===== src/hdl/luiu_pkg.sv =====
`timescale 1ns / 1ps

package luiu_pkg;

  localparam int ElemWidth = 32;

  // Codes carried in the input tuser field.
  typedef enum logic [1:0] {
    MODE_PUSH_A  = 2'd0,
    MODE_PUSH_B  = 2'd1,
    MODE_COMPUTE = 2'd2,
    MODE_UNUSED  = 2'd3
  } mode_e;

  // Values of the operation register.
  localparam logic OP_UNION = 1'b0;
  localparam logic OP_INTER = 1'b1;

  // Jump conditions of the microcode.
  typedef enum logic [2:0] {
    COND_NEXT     = 3'd0,
    COND_ALWAYS   = 3'd1,
    COND_INTER    = 3'd2,
    COND_I_END    = 3'd3,
    COND_J_OTHER  = 3'd4,
    COND_J_PREFIX = 3'd5
  } cond_e;

  // Choice of the walked list.
  typedef enum logic [1:0] {
    WS_KEEP   = 2'd0,
    WS_A      = 2'd1,
    WS_B      = 2'd2,
    WS_LONGER = 2'd3
  } wsel_e;

  typedef logic [3:0] step_t;

  localparam step_t ST_START    = 4'd0;
  localparam step_t ST_A_CHECK  = 4'd1;
  localparam step_t ST_A_LATCH  = 4'd2;
  localparam step_t ST_A_EMIT   = 4'd3;
  localparam step_t ST_B_SETUP  = 4'd4;
  localparam step_t ST_X_SETUP  = 4'd5;
  localparam step_t ST_OUTER    = 4'd6;
  localparam step_t ST_LATCH    = 4'd7;
  localparam step_t ST_O_CHECK  = 4'd8;
  localparam step_t ST_O_CMP    = 4'd9;
  localparam step_t ST_P_SETUP  = 4'd10;
  localparam step_t ST_P_CHECK  = 4'd11;
  localparam step_t ST_P_CMP    = 4'd12;
  localparam step_t ST_DECIDE   = 4'd13;
  localparam step_t ST_FINISH   = 4'd14;

  typedef struct packed {
    cond_e  cond;
    step_t  target;
    wsel_e  wsel;
    logic   clr_i;
    logic   inc_i;
    logic   clr_j;
    logic   inc_j;
    logic   clr_hit;
    logic   latch;
    logic   cmp_other;
    logic   cmp_prefix;
    logic   emit_all;
    logic   emit_match;
    logic   finish;
  } ctrl_t;

  typedef struct packed {
    logic i_end;
    logic j_other_end;
    logic j_prefix_end;
    logic out_free;
  } stat_t;

  // Microcode ROM. The walked list is read at index i, the searched list at j.
  function automatic ctrl_t luiu_ucode(step_t step);
    ctrl_t w;
    w = '0;
    case (step)
      ST_START: begin
        w.wsel = WS_A; w.clr_i = 1'b1;
        w.cond = COND_INTER; w.target = ST_X_SETUP;
      end
      ST_A_CHECK: begin
        w.cond = COND_I_END; w.target = ST_B_SETUP;
      end
      ST_A_LATCH: begin
        w.latch = 1'b1;
      end
      ST_A_EMIT: begin
        w.emit_all = 1'b1; w.inc_i = 1'b1;
        w.cond = COND_ALWAYS; w.target = ST_A_CHECK;
      end
      ST_B_SETUP: begin
        w.wsel = WS_B; w.clr_i = 1'b1;
        w.cond = COND_ALWAYS; w.target = ST_OUTER;
      end
      ST_X_SETUP: begin
        w.wsel = WS_LONGER; w.clr_i = 1'b1;
      end
      ST_OUTER: begin
        w.clr_j = 1'b1; w.clr_hit = 1'b1;
        w.cond = COND_I_END; w.target = ST_FINISH;
      end
      ST_LATCH: begin
        w.latch = 1'b1;
      end
      ST_O_CHECK: begin
        w.cond = COND_J_OTHER; w.target = ST_P_SETUP;
      end
      ST_O_CMP: begin
        w.cmp_other = 1'b1; w.inc_j = 1'b1;
        w.cond = COND_ALWAYS; w.target = ST_O_CHECK;
      end
      ST_P_SETUP: begin
        w.clr_j = 1'b1;
        w.cond = COND_INTER; w.target = ST_DECIDE;
      end
      ST_P_CHECK: begin
        w.cond = COND_J_PREFIX; w.target = ST_DECIDE;
      end
      ST_P_CMP: begin
        w.cmp_prefix = 1'b1; w.inc_j = 1'b1;
        w.cond = COND_ALWAYS; w.target = ST_P_CHECK;
      end
      ST_DECIDE: begin
        w.emit_match = 1'b1; w.inc_i = 1'b1;
        w.cond = COND_ALWAYS; w.target = ST_OUTER;
      end
      ST_FINISH: begin
        w.finish = 1'b1;
      end
      default: begin
        w.finish = 1'b1;
      end
    endcase
    return w;
  endfunction

endpackage


===== src/hdl/luiu_seq.sv =====
`timescale 1ns / 1ps

module luiu_seq
  import luiu_pkg::*;
(
  input  logic  clk_i,
  input  logic  rst_ni,
  input  logic  start_i,
  input  logic  op_i,
  input  stat_t stat_i,
  output ctrl_t ctrl_o,
  output logic  busy_o
);

  step_t upc_q;
  logic  busy_q;
  ctrl_t rom_w;
  logic  stall;
  logic  run;
  logic  taken;

  assign rom_w = luiu_ucode(upc_q);

  // A step that writes the output register waits until that register is free.
  assign stall = (rom_w.emit_all || rom_w.emit_match || rom_w.finish) && !stat_i.out_free;
  assign run   = busy_q && !stall;

  always_comb begin
    case (rom_w.cond)
      COND_NEXT:     taken = 1'b0;
      COND_ALWAYS:   taken = 1'b1;
      COND_INTER:    taken = (op_i == OP_INTER);
      COND_I_END:    taken = stat_i.i_end;
      COND_J_OTHER:  taken = stat_i.j_other_end;
      COND_J_PREFIX: taken = stat_i.j_prefix_end;
      default:       taken = 1'b0;
    endcase
  end

  assign ctrl_o = run ? rom_w : '0;
  assign busy_o = busy_q;

  always_ff @(posedge clk_i or negedge rst_ni) begin
    if (!rst_ni) begin
      busy_q <= 1'b0;
      upc_q  <= ST_START;
    end else if (start_i) begin
      busy_q <= 1'b1;
      upc_q  <= ST_START;
    end else if (run) begin
      if (rom_w.finish) begin
        busy_q <= 1'b0;
      end
      upc_q <= taken ? rom_w.target : upc_q + step_t'(1);
    end
  end

endmodule


===== src/hdl/luiu_dp.sv =====
`timescale 1ns / 1ps

module luiu_dp
  import luiu_pkg::*;
#(
  parameter int LIST_DEPTH = 16
) (
  input  logic                 clk_i,
  input  logic                 rst_ni,
  input  logic                 push_a_i,
  input  logic                 push_b_i,
  input  logic [ElemWidth-1:0] value_i,
  input  logic                 op_i,
  input  ctrl_t                ctrl_i,
  output stat_t                stat_o,
  output logic                 m_valid_o,
  input  logic                 m_ready_i,
  output logic [ElemWidth-1:0] m_data_o,
  output logic                 m_vres_o,
  output logic                 m_last_o
);

  localparam int AW = (LIST_DEPTH > 1) ? $clog2(LIST_DEPTH) : 1;
  localparam int CW = $clog2(LIST_DEPTH + 1);

  logic [ElemWidth-1:0] mem_a [2**AW];
  logic [ElemWidth-1:0] mem_b [2**AW];

  logic [CW-1:0] cnt_a_q, cnt_b_q, i_q, j_q;
  logic          wsel_q;
  logic          hit_q;
  logic          pend_valid_q;
  logic          out_valid_q;
  logic [ElemWidth-1:0] rd_ai_q, rd_aj_q, rd_bi_q, rd_bj_q;
  logic [ElemWidth-1:0] cand_q, pend_q, out_data_q;
  logic          out_vres_q, out_last_q;

  logic          full_a, full_b;
  logic [CW-1:0] walk_cnt, other_cnt;
  logic [ElemWidth-1:0] walk_rd, other_rd, prefix_rd;
  logic          emit;

  assign full_a = (cnt_a_q == CW'(LIST_DEPTH));
  assign full_b = (cnt_b_q == CW'(LIST_DEPTH));

  // wsel_q set means B is walked and A is searched.
  assign walk_cnt  = wsel_q ? cnt_b_q : cnt_a_q;
  assign other_cnt = wsel_q ? cnt_a_q : cnt_b_q;
  assign walk_rd   = wsel_q ? rd_bi_q : rd_ai_q;
  assign other_rd  = wsel_q ? rd_aj_q : rd_bj_q;
  assign prefix_rd = wsel_q ? rd_bj_q : rd_aj_q;

  assign stat_o.i_end        = (i_q == walk_cnt);
  assign stat_o.j_other_end  = (j_q == other_cnt);
  assign stat_o.j_prefix_end = (j_q == i_q);
  assign stat_o.out_free     = !out_valid_q || m_ready_i;

  assign emit = ctrl_i.emit_all || (ctrl_i.emit_match && (hit_q == op_i));

  // List storage, each with a read port at the walk index and one at the search index.
  always_ff @(posedge clk_i) begin
    if (push_a_i && !full_a) begin
      mem_a[cnt_a_q[AW-1:0]] <= value_i;
    end
    if (push_b_i && !full_b) begin
      mem_b[cnt_b_q[AW-1:0]] <= value_i;
    end
    rd_ai_q <= mem_a[i_q[AW-1:0]];
    rd_aj_q <= mem_a[j_q[AW-1:0]];
    rd_bi_q <= mem_b[i_q[AW-1:0]];
    rd_bj_q <= mem_b[j_q[AW-1:0]];
  end

  always_ff @(posedge clk_i or negedge rst_ni) begin
    if (!rst_ni) begin
      cnt_a_q      <= '0;
      cnt_b_q      <= '0;
      i_q          <= '0;
      j_q          <= '0;
      wsel_q       <= 1'b0;
      hit_q        <= 1'b0;
      pend_valid_q <= 1'b0;
      out_valid_q  <= 1'b0;
    end else begin
      if (push_a_i && !full_a) begin
        cnt_a_q <= cnt_a_q + CW'(1);
      end
      if (push_b_i && !full_b) begin
        cnt_b_q <= cnt_b_q + CW'(1);
      end

      case (ctrl_i.wsel)
        WS_A:      wsel_q <= 1'b0;
        WS_B:      wsel_q <= 1'b1;
        WS_LONGER: wsel_q <= !(cnt_a_q > cnt_b_q);
        default:   wsel_q <= wsel_q;
      endcase

      if (ctrl_i.clr_i) begin
        i_q <= '0;
      end else if (ctrl_i.inc_i) begin
        i_q <= i_q + CW'(1);
      end
      if (ctrl_i.clr_j) begin
        j_q <= '0;
      end else if (ctrl_i.inc_j) begin
        j_q <= j_q + CW'(1);
      end

      if (ctrl_i.clr_hit) begin
        hit_q <= 1'b0;
      end else if (ctrl_i.cmp_other && (other_rd == cand_q)) begin
        hit_q <= 1'b1;
      end else if (ctrl_i.cmp_prefix && (prefix_rd == cand_q)) begin
        hit_q <= 1'b1;
      end

      // A found element waits in the pending register until the next one
      // or the end of the compute tells whether it is the last.
      if (ctrl_i.finish) begin
        out_valid_q  <= 1'b1;
        pend_valid_q <= 1'b0;
        cnt_a_q      <= '0;
        cnt_b_q      <= '0;
      end else if (emit) begin
        pend_valid_q <= 1'b1;
        if (pend_valid_q) begin
          out_valid_q <= 1'b1;
        end else if (m_ready_i) begin
          out_valid_q <= 1'b0;
        end
      end else if (m_ready_i) begin
        out_valid_q <= 1'b0;
      end
    end
  end

  always_ff @(posedge clk_i) begin
    if (ctrl_i.latch) begin
      cand_q <= walk_rd;
    end
    if (ctrl_i.finish) begin
      out_data_q <= pend_valid_q ? pend_q : '0;
      out_vres_q <= pend_valid_q;
      out_last_q <= 1'b1;
    end else if (emit) begin
      pend_q <= cand_q;
      if (pend_valid_q) begin
        out_data_q <= pend_q;
        out_vres_q <= 1'b1;
        out_last_q <= 1'b0;
      end
    end
  end

  assign m_valid_o = out_valid_q;
  assign m_data_o  = out_data_q;
  assign m_vres_o  = out_vres_q;
  assign m_last_o  = out_last_q;

endmodule


===== src/hdl/list_union_intersection_unit.sv =====
`timescale 1ns / 1ps

// Set union and intersection over two unsorted lists of signed 32-bit values.
// Items with tuser 0 or 1 append tdata to list A or B; a push to a list that
// already holds LIST_DEPTH values is dropped. An item with tuser 2 runs the
// operation held in the configuration register (0 union, 1 intersection),
// streams the result with tlast on its final item, and then empties both
// lists; an empty result is one item with tuser 0 and tdata 0.
// During a compute the input is not ready. A microcoded sequencer walks one
// list and scans the other through registered reads, one compared pair at a
// time: intersection walks the longer list (B on a tie) and scans the other,
// union emits A and then walks B, scanning A and the entries of B before each
// one; the output side can stall the sequencer.
module list_union_intersection_unit
  import luiu_pkg::*;
#(
  parameter int LIST_DEPTH = 16
) (
  input  logic        clk_i,
  input  logic        rst_ni,
  input  logic        s_axis_tvalid,
  output logic        s_axis_tready,
  input  logic [31:0] s_axis_tdata,  // value[31:0]
  input  logic [1:0]  s_axis_tuser,  // mode[1:0]
  output logic        m_axis_tvalid,
  input  logic        m_axis_tready,
  output logic [31:0] m_axis_tdata,  // element[31:0]
  output logic        m_axis_tuser,  // valid_res[0]
  output logic        m_axis_tlast,
  input  logic        cfg_valid_i,
  output logic        cfg_ready_o,
  input  logic        cfg_data_i
);

  logic  op_q;
  logic  busy;
  logic  accept;
  logic  push_a, push_b, start;
  ctrl_t ctrl;
  stat_t stat;

  assign s_axis_tready = !busy;
  assign cfg_ready_o   = !busy;
  assign accept        = s_axis_tvalid && s_axis_tready;
  assign push_a        = accept && (s_axis_tuser == MODE_PUSH_A);
  assign push_b        = accept && (s_axis_tuser == MODE_PUSH_B);
  assign start         = accept && (s_axis_tuser == MODE_COMPUTE);

  always_ff @(posedge clk_i or negedge rst_ni) begin
    if (!rst_ni) begin
      op_q <= OP_UNION;
    end else if (cfg_valid_i && cfg_ready_o) begin
      op_q <= cfg_data_i;
    end
  end

  luiu_seq u_seq (
    .clk_i  (clk_i),
    .rst_ni (rst_ni),
    .start_i(start),
    .op_i   (op_q),
    .stat_i (stat),
    .ctrl_o (ctrl),
    .busy_o (busy)
  );

  luiu_dp #(
    .LIST_DEPTH(LIST_DEPTH)
  ) u_dp (
    .clk_i    (clk_i),
    .rst_ni   (rst_ni),
    .push_a_i (push_a),
    .push_b_i (push_b),
    .value_i  (s_axis_tdata),
    .op_i     (op_q),
    .ctrl_i   (ctrl),
    .stat_o   (stat),
    .m_valid_o(m_axis_tvalid),
    .m_ready_i(m_axis_tready),
    .m_data_o (m_axis_tdata),
    .m_vres_o (m_axis_tuser),
    .m_last_o (m_axis_tlast)
  );

`ifndef SYNTHESIS
  // A compute item closes the input until its results are produced.
  a_compute_blocks: assert property (@(posedge clk_i) disable iff (!rst_ni)
    start |=> !s_axis_tready)
    else $error("input still ready after a compute item");

  // The empty-result item is always the final one and carries a zero element.
  a_empty_item: assert property (@(posedge clk_i) disable iff (!rst_ni)
    (m_axis_tvalid && !m_axis_tuser) |-> (m_axis_tlast && (m_axis_tdata == 32'd0)))
    else $error("malformed empty-result item");

  // When a compute ends, its final item is waiting at the output.
  a_end_has_last: assert property (@(posedge clk_i) disable iff (!rst_ni)
    (busy && !$past(busy) == 1'b0 && ctrl.finish) |=> (m_axis_tvalid && m_axis_tlast))
    else $error("compute ended without a final item");
`endif

endmodule


===== config.mk =====
export PLATFORM = sky130hd
export DESIGN_NAME = list_union_intersection_unit
export DESIGN_NICKNAME = d
export VERILOG_FILES = /design/src/hdl/luiu_pkg.sv /design/src/hdl/luiu_seq.sv /design/src/hdl/luiu_dp.sv /design/src/hdl/list_union_intersection_unit.sv
export SDC_FILE = /design/constraint.sdc
export NUM_CORES = 2
export LEC_CHECK = 0
export BUFFER_PORTS_ARGS = -buffer_cell sky130_fd_sc_hd__buf_4
export CAP_MARGIN = 15
export CORE_MARGIN = 1
export CORE_UTILIZATION = 57
export DETAILED_ROUTE_END_ITERATION = 6
export PLACE_DENSITY = 0.76
export SYNTH_ARGS = -nofsm -noshare
export SYNTH_HDL_FRONTEND = slang
export SYNTH_SLANG_ARGS = --single-unit
export TNS_END_PERCENT = 5

===== constraint.sdc =====
create_clock -name clk_i -period 4.15 [get_ports clk_i]
set_input_delay 0.83 -clock clk_i [delete_from_list [all_inputs] [get_ports clk_i]]
set_output_delay 0.83 -clock clk_i [all_outputs]
set_load 0.02 [all_outputs]

* After elaboration in Yosys (flattened, before gate mapping) *
Memory sizes are Yosys's and may differ from the RTL's. A register that Yosys moved wholly into a read port is not among the register bits.
Index checks and enable logic that the tools add are counted.
Widths: inputs -> output; s select.

operators by class
  add/subtract/negate cells = 5
  order comparisons = 1
  equal/unequal tests = 32
  mux-type cells = 54
  bitwise logic cells = 1
  reduce and logical (&&, ||, !) cells = 44

operators with widths
  kind                 number
  $mux 32              7
  $pmux 7 s10          1
  $eq 32x32->1         2
  $mux 5               10
  $mux 1               29
  $eq 4x4->1 const B   6
  $add 5x1->5 const B  4
  $eq 4x3->1 const B   4
  $eq 5x5->1           3
  $reduce_bool 2->1    7
  $reduce_or 14->1     1
  $mux 13              1
  $logic_and 1x1->1    12
  $mux 4               3
  $eq 5x5->1 const B   2
  $reduce_or 2->1      5
  $pmux 3 s3           1
  $eq 4x2->1 const B   2
  $reduce_and 2->1     4
  $logic_not 1->1      7
  $eq 2x2->1 const B   3
  $eq 3x2->1 const B   2
  $eq 3x3->1 const B   2
  $reduce_bool 3->1    2
  13 further kinds     17

word-level totals
  register bits = 128
  memory bits (writable) = 1024
  bits of input ports = 40
  output and inout bits = 37
  word-level logic and storage cells = 155
  memories kept = 2

memory list
  name        depth  width  read ports  clocked after memory_dff  wr ports  RTL line       text
  u_dp.mem_a  16     32     2           2                         1         luiu_dp.sv:26  logic [ElemWidth-1:0] mem_a [2**AW];
  u_dp.mem_b  16     32     2           2                         1         luiu_dp.sv:27  logic [ElemWidth-1:0] mem_b [2**AW];

* Depth between registers and ports, before layout *
  depth after elaboration = 12
  depth in mapped cells = 10
  gate-level depth less buffers = 9

* Cells and area by module *
Synthesis repeated with hierarchy kept, for this count alone.

second synthesis, totals
  cells, all modules = 2593
  area, all modules = 56110.1 µm²

modules (own cells, without submodules)
  module                        instances  cells each  area each (µm²)  seq. area each (µm²)
  luiu_dp                       1          2477        55221.7          36845.3
  luiu_seq                      1          108         797.0            125.1
  list_union_intersection_unit  1          8           91.3             25.0

* Worst setup path before layout *
No wires, ideal clock.

  kind = input port to flip-flop
  start = input s_axis_tuser[0]
  end = memory u_dp.mem_b[3][0], enable pin
  library setup time = 461 ps
  data arrival time = 3908 ps
  path slack = -218 ps
  cell stages on the path = 4
  buffers on the path = 0
  path through = o31ai_1 nor4b_2 nand2_1 nor3_1

between the ends
  cells in the longest elaborated chain, start to end = 5

RTL lines
  item                          RTL line                            text
  start, declared               list_union_intersection_unit.sv:24  input logic [1:0] s_axis_tuser,
  $eq 2x1->1                    list_union_intersection_unit.sv:46  assign push_b = accept && (s_axis_tuser == MODE_PUSH_B);
  $logic_and 1x1->1             list_union_intersection_unit.sv:46
  $logic_and 1x1->1             luiu_dp.sv:65                       if (push_b_i && !full_b) begin
  $mux 1                        luiu_dp.sv:65
  $mux 1 (implied by the code)  luiu_dp.sv:66                       mem_b[cnt_b_q[AW-1:0]] <= value_i;
  end, declared                 luiu_dp.sv:27

No other way between the ends.

* Worst setup path after layout *
  start = register u_dp.wsel_q
  end = register u_dp.hit_q

between the ends
  cells in the longest elaborated chain, start to end = 5

RTL lines
  item                    RTL line        text
  start, declared         luiu_dp.sv:30   logic wsel_q;
  start signal, assigned  luiu_dp.sv:95   WS_LONGER: wsel_q <= !(cnt_a_q > cnt_b_q);
  start signal, assigned  luiu_dp.sv:96   default: wsel_q <= wsel_q;
  $mux 32                 luiu_dp.sv:50   assign other_rd = wsel_q ? rd_aj_q : rd_bj_q;
  $eq 32x32->1            luiu_dp.sv:112  end else if (ctrl_i.cmp_other && (other_rd == cand_q)) begin
  $logic_and 1x1->1       luiu_dp.sv:112
  $mux 1                  luiu_dp.sv:112
  $mux 1                  luiu_dp.sv:110  if (ctrl_i.clr_hit) begin
  end signal, assigned    luiu_dp.sv:111  hit_q <= 1'b0;
  end signal, assigned    luiu_dp.sv:113  hit_q <= 1'b1;
  end signal, assigned    luiu_dp.sv:115  hit_q <= 1'b1;
  end, declared           luiu_dp.sv:31   logic hit_q;

Parallel ways exist; a longest one is shown, timed or not.
A chain may end at the register's enable or synchronous reset.

==> flow_summary.yaml <==
yosys:
  synthTopCellsByCount: "1121 x edfxtp_1, 640 x mux4_2, 129 x dfxtp_1"
  synth_edf_count: 1121
  ys_types: 62
  synth_top_area_share_pct: 60.3
  synth_seq_cells: 1280
  synth_area_mm2: 0.0558
  syn-num-nets: 2647
  avgSynthCellArea_um2: 21.6
  ys_warn_count: 0
  yosysSeqAreaShare_pct: 66.2
  synth.most_common_cell: "edfxtp_1"
  async_flop_share_pct: 2.34
  synthTopCellsByArea: "edfxtp_1 60%, mux4_2 26%, dfxtp_1 4.6%, mux2i_1 1.4%, dfrtp_1 1.3%"
  syn_inst: 2588
  yosys.area.top_type: "edfxtp_1"
  synth-main-ff-cell: "edfxtp_1"
power_and_ir_drop:
  ir_drop_v: 0.000404
  leakagePower_uw: 0.0194
  power_uw: 35400
  powerDensity_mw_per_mm2: 561
global_routing:
  grt_pass1_vias: 30600
  grt.overflow.total: 0
  top_usage_layer: "met2"
  grt_usage_pct: 31.6
  grt_pass1_wl_mm: 219
  grt_start_max_net_pins: 59
  antenna_found_initial: 4
  use_met3_pct: 7.25
  use_met1_pct: 43.8
  grtUsageMet2_pct: 49.1
run:
  max-cap-violations: 0
hold_path:
  hold_start: "cfg_data_i"
  hp-class: "primary input to flip-flop"
  whs_path_depth: 2
  holdPathEnd: "op_q"
critical_path:
  end_kind: "flip-flop"
  r2r_slack_ns: 0.40
  startpoint_type: "flip-flop"
  crit_required_ns: 4.79
  ff2ff_path_depth: 8
  r2r-end: "u_dp.hit_q"
  r2r_start: "u_dp.wsel_q"
  arrival_ns: 4.39
  critPathKind: "flip-flop to flip-flop"
  path_max_fanout: 41
floorplan:
  die_w_um: 315
  io_pins: 77
  die_area_mm2: 0.0992
  rows: 114
  die_h_um: 315
  core_area_mm2: 0.0969
  initial_core_util_pct: 57.7
route:
  vias_per_cell: 7.28
  drtAntennaViolNets: 0
  postRouteWirelength_mm: 153
  num_vias: 30000
  drtPass1Iterations: 7
  drc: 9
  drtIter0Drc: 4535
  routedWlPerCell_um: 37.3
clock_network:
  cts_htree_levels: 4
  cts_buffers: 133
  worstSkewPairLatency_ns: 0.77
  post_cts_resize_count: 0
  cts_setup_buffers: 0
  clock_tree.buffer_depth: 3
  root_buffer: "clkbuf_16"
  clk_pin_slew_ns: 0.06
  clock_sinks: 1280
  cts_hold_buf: 1
  cts_tree: "yes"
placed_design:
  port_buffers: 76
  place_area_mm2: 0.0588
  dp_hpwl_mm: 90.5
  gp_congestion: 0.884
sta:
  hold_viol: 0
  tightestPinTransition_ns: 1.15
  rsz0062_at_grt: "no"
  drv_slew: 0
  relSlewSlack_pct: 23.0
  finalSetupViolations: 0
  timing.fmax_ghz: 0.266
  period_needed_ns: 3.75
  clock_skew_ns: 0.0296
  period_share_pct: 90.4
run_status:
  failed_checks: "DRC"
  status: "finished with violations"
layout:
  fill_cells: 6075
  nets: 2786
  drive_above_1_share_pct: 39.2
  final_cell_area_mm2: 0.0632
  area_growth_pct: 13.1
-- layout by cell type (no fill, tap or decap), types with 10 or more instances in the layout --
cell type  count
a21oi_1       10
and2_1        33
buf_12        35
buf_4        150
clkbuf_1      39
clkbuf_16    135
clkinv_1      12
clkinv_2      22
dfrtp_1       21
dfxtp_1      129
edfxtp_1    1121
ha_1          19
inv_1         13
mux2_2        37
mux2i_1       78
mux4_2       640
nand2_1       30
nand4_1       13
nor2_1        27
nor2_4        24
nor4_1        10
xnor2_1       49
xor2_1        39
-- routing by layer --
layer	vias up	part of all wire, %	wire [µm]
li1	11400	-	-
met1	16000	36	55200
met2	2180	48	73600
met3	392	12	18200
met4	0	4.2	6380
met5	-	0	0
-- through the flow --
stage	setup WS, ns	instances	TNS, ns	utilization, %	hold slack (ns)
floorplan	-0.172	2588	-26.03	-	0.480
global placement	0.503	3867	0	60.7	0.443
detailed placement	0.551	3867	0	60.7	0.448
CTS	0.508	4114	0	65.2	0.289
global route	0.256	4115	0	65.2	0.320
finish	0.397	4115	0	65.2	0.326
-- cell families after synthesis --
family | count (synthesis) | share of synthesized area [%]
fa+ha+maj | 19 | 0.426
mux | 755 | 28.0
xor+xnor | 88 | 1.38
simple gates | 194 | 1.85
compound gates | 57 | 0.759
buf+inv | 195 | 1.39
flops | 1280 | 66.2
-- worst max path at each step --
stage | from | end | slack (ns) | cells past startpoint
finish | u_dp.wsel_q | u_dp.hit_q | 0.40 | 8
global route | u_dp.wsel_q | u_dp.hit_q | 0.26 | 8
CTS | u_dp.wsel_q | u_dp.hit_q | 0.51 | 8
detailed placement | u_dp.wsel_q | u_dp.hit_q | 0.55 | 8
global placement | u_dp.wsel_q | u_dp.hit_q | 0.50 | 8
floorplan | s_axis_tuser[0] | u_dp.mem_b[2][0] | -0.17 | 4
-- worst max-delay path, cell delays in order (launching register included) --
cell	delay (ns)
dfrtp_4	0.79
buf_12	0.28
buf_12	0.33
mux2i_1	0.33
xnor2_1	0.23
nor4_1	0.72
nor4b_1	0.45
a311oi_1	0.23
a311oi_1	0.25
-- state kept, by name (all words and copies together) (netlist names) --
signal             flops
u_dp.rd_bj_q          32
u_dp.mem_b           512
u_dp.m_valid_o         1
u_dp.rd_bi_q          32
u_dp.m_vres_o          1
u_dp.m_last_o          1
u_dp.pend_q           32
u_seq.upc_q            4
u_dp.pend_valid_q      1
u_dp.i_q               5
op_q                   1
u_dp.mem_a           512
u_seq.busy_o           1
u_dp.cand_q           32
u_dp.hit_q             1
u_dp.cnt_a_q           5
u_dp.wsel_q            1
u_dp.rd_aj_q          32
u_dp.rd_ai_q          32
u_dp.cnt_b_q           5
u_dp.j_q               5
u_dp.m_data_o         32
-- area by class of cell --
type / instances / area [µm²] / area share (%)
repair buffers: 186 / 1840 / 2.91
clock inverters: 63 / 702 / 1.11
clock buffers: 183 / 3650 / 5.78
inverters: 13 / 48.8 / 0.0772
flip-flops and latches: 1280 / 37000 / 58.6
well taps: 1276 / 1600 / 2.53
diodes: 1 / 2.50 / 0.00396
multi-input cells: 1113 / 18300 / 29.0
-- report_power, final --
part | total, µW | switching, µW | internal, µW
Clock | 11900 | 5070 | 6790
Combinational | 7780 | 3880 | 3900
Sequential | 15800 | 954 | 14800
No activity file was read; power rests on OpenSTA's default activity.
